--- src/rtl/brss_pkg.sv ---
`default_nettype none

package brss_pkg;

    // Default sizes
    localparam int DATA_WIDTH_DEF  = 32;
    localparam int COUNT_WIDTH_DEF = 16;

    // Fixed field widths
    localparam int ABS_TOL_W     = 31;
    localparam int REL_TOL_W     = 16;
    localparam int RES_TOL_W     = 31;
    localparam int BUDGET_W      = 16;
    localparam int CALLS_W       = 16;
    localparam int REL_FRAC_BITS = 16;

    // Configuration port
    localparam int CFG_INDEX_W = 2;
    localparam int CFG_DATA_W  = 32;

    localparam logic [CFG_INDEX_W-1:0] CFG_ABS_TOL = 2'd0;
    localparam logic [CFG_INDEX_W-1:0] CFG_REL_TOL = 2'd1;
    localparam logic [CFG_INDEX_W-1:0] CFG_RES_TOL = 2'd2;
    localparam logic [CFG_INDEX_W-1:0] CFG_BUDGET  = 2'd3;

    localparam logic [ABS_TOL_W-1:0] ABS_TOL_RST = 31'd1;
    localparam logic [REL_TOL_W-1:0] REL_TOL_RST = 16'd1;
    localparam logic [RES_TOL_W-1:0] RES_TOL_RST = 31'd1;
    localparam logic [BUDGET_W-1:0]  BUDGET_RST  = 16'd100;

    // Input operation
    localparam logic OP_START = 1'b0;
    localparam logic OP_EVAL  = 1'b1;

    typedef logic [1:0] status_t;

    localparam status_t ST_EVALUATE  = 2'd0;
    localparam status_t ST_FINISHED  = 2'd1;
    localparam status_t ST_NO_SIGN   = 2'd2;
    localparam status_t ST_IDLE_EVAL = 2'd3;

endpackage

`default_nettype wire

--- src/rtl/bisection_root_search_sequencer.sv ---
`default_nettype none
// Bisection root search sequencer.
// Dataflow: an input transfer loads the input register; the result register is loaded
// from it when the result register is empty or its output is not stalled.
// Throughput: one item per cycle while the output is not stalled; the bracket update, midpoint and tolerance multiply
// sit in one combinational stage between the input and result registers.
// Reset (rst_n, async, active low): idle, state cleared, configuration registers at their defaults.
module bisection_root_search_sequencer #(
    parameter int DATA_WIDTH  = brss_pkg::DATA_WIDTH_DEF,
    parameter int COUNT_WIDTH = brss_pkg::COUNT_WIDTH_DEF
) (
    input  wire                                   clk,
    input  wire                                   rst_n,

    input  wire                                   cfg_valid,
    output logic                                  cfg_ready,
    input  wire [brss_pkg::CFG_INDEX_W-1:0]       cfg_index,
    input  wire [brss_pkg::CFG_DATA_W-1:0]        cfg_data,

    input  wire                                   in_valid,
    output logic                                  in_stall,
    input  wire                                   op,
    input  wire signed [DATA_WIDTH-1:0]           point_low,
    input  wire signed [DATA_WIDTH-1:0]           point_high,
    input  wire signed [DATA_WIDTH-1:0]           value_at_low,
    input  wire signed [DATA_WIDTH-1:0]           value_at_high,
    input  wire signed [DATA_WIDTH-1:0]           target,
    input  wire signed [DATA_WIDTH-1:0]           function_value,

    output logic                                  out_valid,
    input  wire                                   out_stall,
    output brss_pkg::status_t                     status,
    output logic signed [DATA_WIDTH-1:0]          point,
    output logic [brss_pkg::CALLS_W-1:0]          calls_used
);
    import brss_pkg::*;

    localparam int DW       = DATA_WIDTH;
    localparam int RES_CMP_W = (DW > RES_TOL_W) ? DW : RES_TOL_W;
    localparam int TOL_W    = ((DW > ABS_TOL_W) ? DW : ABS_TOL_W) + 1;
    localparam int CNT_CMP_W = (COUNT_WIDTH > BUDGET_W) ? COUNT_WIDTH : BUDGET_W;
    localparam int PROD_W   = REL_TOL_W + DW;

    function automatic logic [DW-1:0] mag(input logic [DW-1:0] v);
        logic [DW-1:0] n;
        n = ~v + 1'b1;
        return v[DW-1] ? n : v;
    endfunction

    // v - t, saturated to DW bits
    function automatic logic [DW-1:0] sat_sub(input logic [DW-1:0] v, input logic [DW-1:0] t);
        logic [DW:0] d;
        d = {v[DW-1], v} - {t[DW-1], t};
        if (d[DW] != d[DW-1])
            return d[DW] ? {1'b1, {(DW-1){1'b0}}} : {1'b0, {(DW-1){1'b1}}};
        return d[DW-1:0];
    endfunction

    // configuration registers
    logic [ABS_TOL_W-1:0] abs_tol_reg;
    logic [REL_TOL_W-1:0] rel_tol_reg;
    logic [RES_TOL_W-1:0] res_tol_reg;
    logic [BUDGET_W-1:0]  budget_reg;

    // input register
    logic          s1_valid_reg;
    logic          s1_op_reg;
    logic [DW-1:0] s1_low_reg;
    logic [DW-1:0] s1_high_reg;
    logic [DW-1:0] s1_val_low_reg;
    logic [DW-1:0] s1_val_high_reg;
    logic [DW-1:0] s1_target_reg;
    logic [DW-1:0] s1_fval_reg;

    // search state
    logic [DW-1:0]          bracket_low_reg,  bracket_low_next;
    logic [DW-1:0]          bracket_high_reg, bracket_high_next;
    logic                   low_pos_reg,      low_pos_next;
    logic [DW-1:0]          midpoint_reg,     midpoint_next;
    logic [DW-1:0]          target_reg,       target_next;
    logic [COUNT_WIDTH-1:0] call_count_reg,   call_count_next;
    logic                   searching_reg,    searching_next;

    // result register
    logic                   out_valid_reg;
    status_t                status_reg;
    logic [DW-1:0]          point_reg;
    logic [CALLS_W-1:0]     calls_reg;

    logic s1_fire;
    logic in_xfer;

    assign cfg_ready  = 1'b1;
    assign s1_fire    = s1_valid_reg && (!out_valid_reg || !out_stall);
    assign in_stall   = s1_valid_reg && !s1_fire;
    assign in_xfer    = in_valid && !in_stall;
    assign out_valid  = out_valid_reg;
    assign status     = status_reg;
    assign point      = point_reg;
    assign calls_used = calls_reg;

    // residuals and end tests
    logic [DW-1:0] res_a, res_b, res_c;
    logic          root_a, root_b, root_c;
    logic          a_nonpos, b_nonpos, c_pos;

    always_comb
    begin
        res_a    = sat_sub(s1_val_low_reg, s1_target_reg);
        res_b    = sat_sub(s1_val_high_reg, s1_target_reg);
        res_c    = sat_sub(s1_fval_reg, target_reg);
        root_a   = RES_CMP_W'(mag(res_a)) <= RES_CMP_W'(res_tol_reg);
        root_b   = RES_CMP_W'(mag(res_b)) <= RES_CMP_W'(res_tol_reg);
        root_c   = RES_CMP_W'(mag(res_c)) <= RES_CMP_W'(res_tol_reg);
        a_nonpos = res_a[DW-1] || (res_a == '0);
        b_nonpos = res_b[DW-1] || (res_b == '0);
        c_pos    = !res_c[DW-1] && (res_c != '0);
    end

    // one bisection step, shared by start and evaluation
    logic [DW-1:0]          adv_low, adv_high, adv_prev_mid, adv_mid, adv_delta;
    logic [COUNT_WIDTH-1:0] count_inc, adv_count;
    logic [DW:0]            diff, diff_adj;
    logic [PROD_W-1:0]      prod;
    logic [TOL_W-1:0]       tol;
    logic                   adv_done;

    always_comb
    begin
        count_inc = call_count_reg + 1'b1;
        if (s1_op_reg == OP_START)
        begin
            adv_low      = s1_low_reg;
            adv_high     = s1_high_reg;
            adv_prev_mid = s1_low_reg;
            adv_count    = '0;
        end
        else
        begin
            adv_prev_mid = midpoint_reg;
            adv_count    = count_inc;
            if (c_pos == low_pos_reg)
            begin
                adv_low  = midpoint_reg;
                adv_high = bracket_high_reg;
            end
            else
            begin
                adv_low  = bracket_low_reg;
                adv_high = midpoint_reg;
            end
        end
        // half width, truncated toward zero
        diff      = {adv_high[DW-1], adv_high} - {adv_low[DW-1], adv_low};
        diff_adj  = diff + {{DW{1'b0}}, diff[DW]};
        adv_delta = diff_adj[DW:1];
        adv_mid   = adv_low + adv_delta;
        prod      = PROD_W'(rel_tol_reg) * PROD_W'(mag(adv_prev_mid));
        tol       = TOL_W'(prod[PROD_W-1:REL_FRAC_BITS]) + TOL_W'(abs_tol_reg);
        adv_done  = (TOL_W'(mag(adv_delta)) <= tol)
                 || (CNT_CMP_W'(adv_count) >= CNT_CMP_W'(budget_reg))
                 || (adv_count == '1);
    end

    status_t       res_status;
    logic [DW-1:0] res_point;
    logic [CALLS_W-1:0] res_calls;

    always_comb
    begin
        bracket_low_next  = bracket_low_reg;
        bracket_high_next = bracket_high_reg;
        low_pos_next      = low_pos_reg;
        midpoint_next     = midpoint_reg;
        target_next       = target_reg;
        call_count_next   = call_count_reg;
        searching_next    = searching_reg;
        res_status        = ST_IDLE_EVAL;
        res_point         = '0;
        res_calls         = '0;
        if (s1_op_reg == OP_START)
        begin
            searching_next = 1'b0;
            if (root_a)
            begin
                res_status = ST_FINISHED;
                res_point  = s1_low_reg;
            end
            else if (root_b)
            begin
                res_status = ST_FINISHED;
                res_point  = s1_high_reg;
            end
            else if (a_nonpos == b_nonpos)
            begin
                res_status = ST_NO_SIGN;
            end
            else
            begin
                bracket_low_next  = adv_low;
                bracket_high_next = adv_high;
                low_pos_next      = a_nonpos ? 1'b0 : 1'b1;
                midpoint_next     = adv_mid;
                target_next       = s1_target_reg;
                call_count_next   = '0;
                searching_next    = !adv_done;
                res_status        = adv_done ? ST_FINISHED : ST_EVALUATE;
                res_point         = adv_mid;
            end
        end
        else if (searching_reg)
        begin
            call_count_next = count_inc;
            res_calls       = CALLS_W'(count_inc);
            if (root_c)
            begin
                searching_next = 1'b0;
                res_status     = ST_FINISHED;
                res_point      = midpoint_reg;
            end
            else
            begin
                bracket_low_next  = adv_low;
                bracket_high_next = adv_high;
                midpoint_next     = adv_mid;
                searching_next    = !adv_done;
                res_status        = adv_done ? ST_FINISHED : ST_EVALUATE;
                res_point         = adv_mid;
            end
        end
    end

    // configuration
    always_ff @(posedge clk or negedge rst_n)
    begin
        if (!rst_n)
        begin
            abs_tol_reg <= ABS_TOL_RST;
            rel_tol_reg <= REL_TOL_RST;
            res_tol_reg <= RES_TOL_RST;
            budget_reg  <= BUDGET_RST;
        end
        else if (cfg_valid && cfg_ready)
        begin
            case (cfg_index)
                CFG_ABS_TOL: abs_tol_reg <= cfg_data[ABS_TOL_W-1:0];
                CFG_REL_TOL: rel_tol_reg <= cfg_data[REL_TOL_W-1:0];
                CFG_RES_TOL: res_tol_reg <= cfg_data[RES_TOL_W-1:0];
                CFG_BUDGET:  budget_reg  <= cfg_data[BUDGET_W-1:0];
                default: ;
            endcase
        end
    end

    // control
    always_ff @(posedge clk or negedge rst_n)
    begin
        if (!rst_n)
        begin
            s1_valid_reg     <= 1'b0;
            out_valid_reg    <= 1'b0;
            bracket_low_reg  <= '0;
            bracket_high_reg <= '0;
            low_pos_reg      <= 1'b0;
            midpoint_reg     <= '0;
            target_reg       <= '0;
            call_count_reg   <= '0;
            searching_reg    <= 1'b0;
        end
        else
        begin
            if (in_xfer)
                s1_valid_reg <= 1'b1;
            else if (s1_fire)
                s1_valid_reg <= 1'b0;

            if (s1_fire)
                out_valid_reg <= 1'b1;
            else if (!out_stall)
                out_valid_reg <= 1'b0;

            if (s1_fire)
            begin
                bracket_low_reg  <= bracket_low_next;
                bracket_high_reg <= bracket_high_next;
                low_pos_reg      <= low_pos_next;
                midpoint_reg     <= midpoint_next;
                target_reg       <= target_next;
                call_count_reg   <= call_count_next;
                searching_reg    <= searching_next;
            end
        end
    end

    // payload
    always_ff @(posedge clk)
    begin
        if (in_xfer)
        begin
            s1_op_reg       <= op;
            s1_low_reg      <= point_low;
            s1_high_reg     <= point_high;
            s1_val_low_reg  <= value_at_low;
            s1_val_high_reg <= value_at_high;
            s1_target_reg   <= target;
            s1_fval_reg     <= function_value;
        end
        if (s1_fire)
        begin
            status_reg <= res_status;
            point_reg  <= res_point;
            calls_reg  <= res_calls;
        end
    end

endmodule

`default_nettype wire

--- config.mk ---
export PLATFORM = sky130hd
export DESIGN_NAME = bisection_root_search_sequencer
export DESIGN_NICKNAME = d
export VERILOG_FILES = /design/src/rtl/brss_pkg.sv /design/src/rtl/bisection_root_search_sequencer.sv
export SDC_FILE = /design/constraint.sdc
export NUM_CORES = 2
export LEC_CHECK = 0
export ABC_AREA = 1
export BUFFER_PORTS_ARGS = -buffer_cell sky130_fd_sc_hd__buf_4
export CORE_MARGIN = 5
export CORE_UTILIZATION = 58
export CTS_BUF_LIST = sky130_fd_sc_hd__clkbuf_2
export DETAILED_ROUTE_END_ITERATION = 16
export GPL_ROUTABILITY_DRIVEN = 0
export PLACE_DENSITY_LB_ADDON = 0.05
export SYNTH_ARGS = -nofsm -noshare
export SYNTH_HDL_FRONTEND = slang
export SYNTH_SLANG_ARGS = --single-unit
--- constraint.sdc ---
create_clock -name clk -period 31.5 [get_ports clk]
set_input_delay 1.575 -clock clk [delete_from_list [all_inputs] [get_ports clk]]
set_output_delay 1.575 -clock clk [all_outputs]
set_load 0.01 [all_outputs]
==> summary.md <==
| Metric | Value |
|---|---|
| Outcome | `completed` |
| Vias/cell | `5.68` |
| Synthesized area | `0.0561 mm2` |
| Total placed cells including tap cells | `9036` |
| CTS Hold Bufs | `1` |
| Core Box Area | `0.0963 mm2` |
| Largest net degree at the start of global routing | `101` |
| CP top delay family | `adder cells` |
| Tcrit/Tclk final | `46.1%` |
| Simple-Gate Fraction of Synth Area | `24.4%` |
| Cell variety after synth | `70` |
| Count leader, synth | `nand2_1` |
| Setup TNS | `0 ns` |
| Worst-margin pin slew | `1.29 ns` |
| Initial core utilization | `58.3%` |
| Unrepaired setup endpoints after global routing | `false` |
| Asr flop ratio synth | `49.9%` |
| Max incr delay on CP | `0.65 ns` |
| Syn Inst Count | `7631` |
| Final Hold Viols | `0` |
| Share of cells above drive strength 1 | `8.36%` |
| FF-to-FF End | `status[0]$_DFFE_PP_` |
| CP startpoint | `s1_op_reg$_DFFE_PP_` |
| DPL Wire Length | `147 mm` |
| Total wire length | `183 mm` |
| DRC | `0` |
| Reg-to-reg setup timing slack | `16.99 ns` |
| Post-layout instance area | `0.0605 mm2` |
| Worst-path maximum fanout | `53` |
| Final nets | `9012` |
| Post-synthesis compound-gate area fraction | `11.5%` |
| H-tree Lvls | `4` |
| Vert. Die Dim | `321 um` |
| Maxcap violations | `0` |
| Rel. slew slack | `12.9%` |
| Minimum clock period after layout | `14.51 ns` |
| Leading area contributor after synthesis | `fa_1` |
| # rows | `114` |
| Max clock buf depth | `3` |
| Post_cts resized | `0` |
| Synth Area in Adders | `25.4%` |
| Hold-critical path depth | `1` |
| Num CTS Buffers | `133` |
| Hold Crit Start | `value_at_low[20]` |
| Grt ovf | `0` |
| Startpoint Class | `flip-flop` |
| Final max-slew violation count | `0` |
| Critical path's slowest cell | `buf_4` |
| WP buf/inv | `10` |
| Crit-path most repeated cell | `nand2_1` |
| Setup crit end kind | `flip-flop` |
| Mux share of post-synthesis cell area | `0%` |
| Setup violators final | `0` |
| Post-Layout Cell Count | `9290` |
| Final ANT Viol Nets | `0` |
| Global-route wire length before repair | `282 mm` |
| Fillers | `9041` |
| Largest family of logic cells by synthesized area | `adder cells` |
| Syn Nets | `8747` |
| Launch point of the worst reg-to-reg path | `s1_op_reg$_DFFE_PP_` |
| CTS tree | `done` |
| Vias | `52700` |
| Boundary Pins | `285` |
| Clock sinks | `485` |
| Synth Area per Inst | `7.35 um2` |
| Register area share after synthesis | `23.8%` |
| Clk_skew | `0.147 ns` |
| R2R depth | `61` |
| Most frequent cells after synthesis | `nand2_1 (1929), inv_1 (1326), nor2_1 (727)` |
| Area Growth Syn to Fin | `7.92%` |
| Hold Path Class | `in2reg` |
| Dominant cells by area after synthesis | `fa_1 (15%), edfxtp_1 (13%), nand2_1 (13%)` |
| Post-synth top area share | `15.1%` |
| Tot GR Track Use | `35.0%` |
| Critical path type | `reg2reg` |
| Worst skew pair latency | `1.43 ns` |
| Initial antenna violation count | `6` |
| Achievable Freq | `68.9 MHz` |
| CP required | `32.64 ns` |
| Primary FF master, synth | `edfxtp_1` |
| Worst-path clk slew | `0.14 ns` |
| Die X | `321 um` |
| Vias in the first global route | `51100` |
| Wire per inst | `19.7 um` |
| Die area | `0.103 mm2` |
| Hold Path End | `s1_val_low_reg[20]$_DFFE_PP_` |
| Crit path DAT | `15.65 ns` |
| Post-synthesis register bit count | `485` |
| IO buf count | `282` |
| Root Buffer | `clkbuf_2` |
| Dpl cell area | `0.0591 mm2` |
| Initial DRT Pass Iterations | `7` |
| Post-CTS Setup Inserts | `0` |
| Number of synthesized flops with an enable pin | `243` |
| Number of DRC markers in iteration 0 | `4766` |
| Post-Synth XOR/XNOR Area | `3.91%` |
| Ys Warns | `0` |
==> through the flow <==
stage	setup WS, ns	util (%)	hold slack, ns
floorplan	20.70	-	0.434
global placement	17.19	61.4	0.463
detailed placement	17.08	61.4	0.466
CTS	16.99	62.8	0.185
global route	15.65	62.9	0.212
finish	16.99	62.9	0.306
==> cell usage in the layout, fill, tap and decap left out, types with 243 or more instances in the layout <==
cell type,instances
fa_1,423
a21oi_1,376
ha_1,461
nor2_1,726
inv_1,1325
buf_4,321
edfxtp_1,243
o21ai_0,418
nand2_1,1928
nand3_1,338
==> logic make-up (layout without fill, tap and decap cells) <==
group,Yosys count,after routing
compound gates,1160,1160
fa+ha+maj,884,884
other cells,1,13
xor+xnor,249,249
flops,485,485
simple gates,3304,3304
buf+inv,1548,1919
==> routing by layer <==
layer  routed length (um)  global-route usage, %
met1                69600                   43.2
met2                84200                   57.4
met3                16700                   7.28
met4                12200                   20.3
met5                   13                      0
==> area by class of cell <==
type | instances | area (um2) | share of cell area, %
Inverter | 1355 | 5100 | 8.43
Timing Repair Buffer | 323 | 2430 | 4.02
Sequential cell | 485 | 13400 | 22.1
Antenna cell | 12 | 30.0 | 0.0496
Multi-Input combinational cell | 5598 | 36600 | 60.5
Clock inverter | 49 | 413 | 0.682
Clock buffer | 192 | 961 | 1.59
Tap cell | 1276 | 1600 | 2.64
==> worst reg2reg max path, delay by kind of cell, from the launching register on <==
kind / cells / cell delay, ns
xor+xnor: 2 / 0.38
compound gates: 17 / 3.88
flops: 1 / 0.37
fa+ha+maj: 10 / 3.96
simple gates: 22 / 3.18
buf+inv: 10 / 2.46
==> worst max path at each step <==
stage	slack [ns]	endpoint	depth (start not counted)
2_1_floorplan	20.70	status[0]$_DFFE_PP_	59
3_3_place_gp	17.19	status[0]$_DFFE_PP_	61
3_5_place_dp	17.08	status[0]$_DFFE_PP_	61
4_1_cts	16.99	status[0]$_DFFE_PP_	61
5_1_grt	15.65	status[0]$_DFFE_PP_	61
6_report	16.99	status[0]$_DFFE_PP_	61
Power is left out: the tool's default activity adds up to more than one toggle a clock period on the data nets, which glitch-free logic cannot reach.
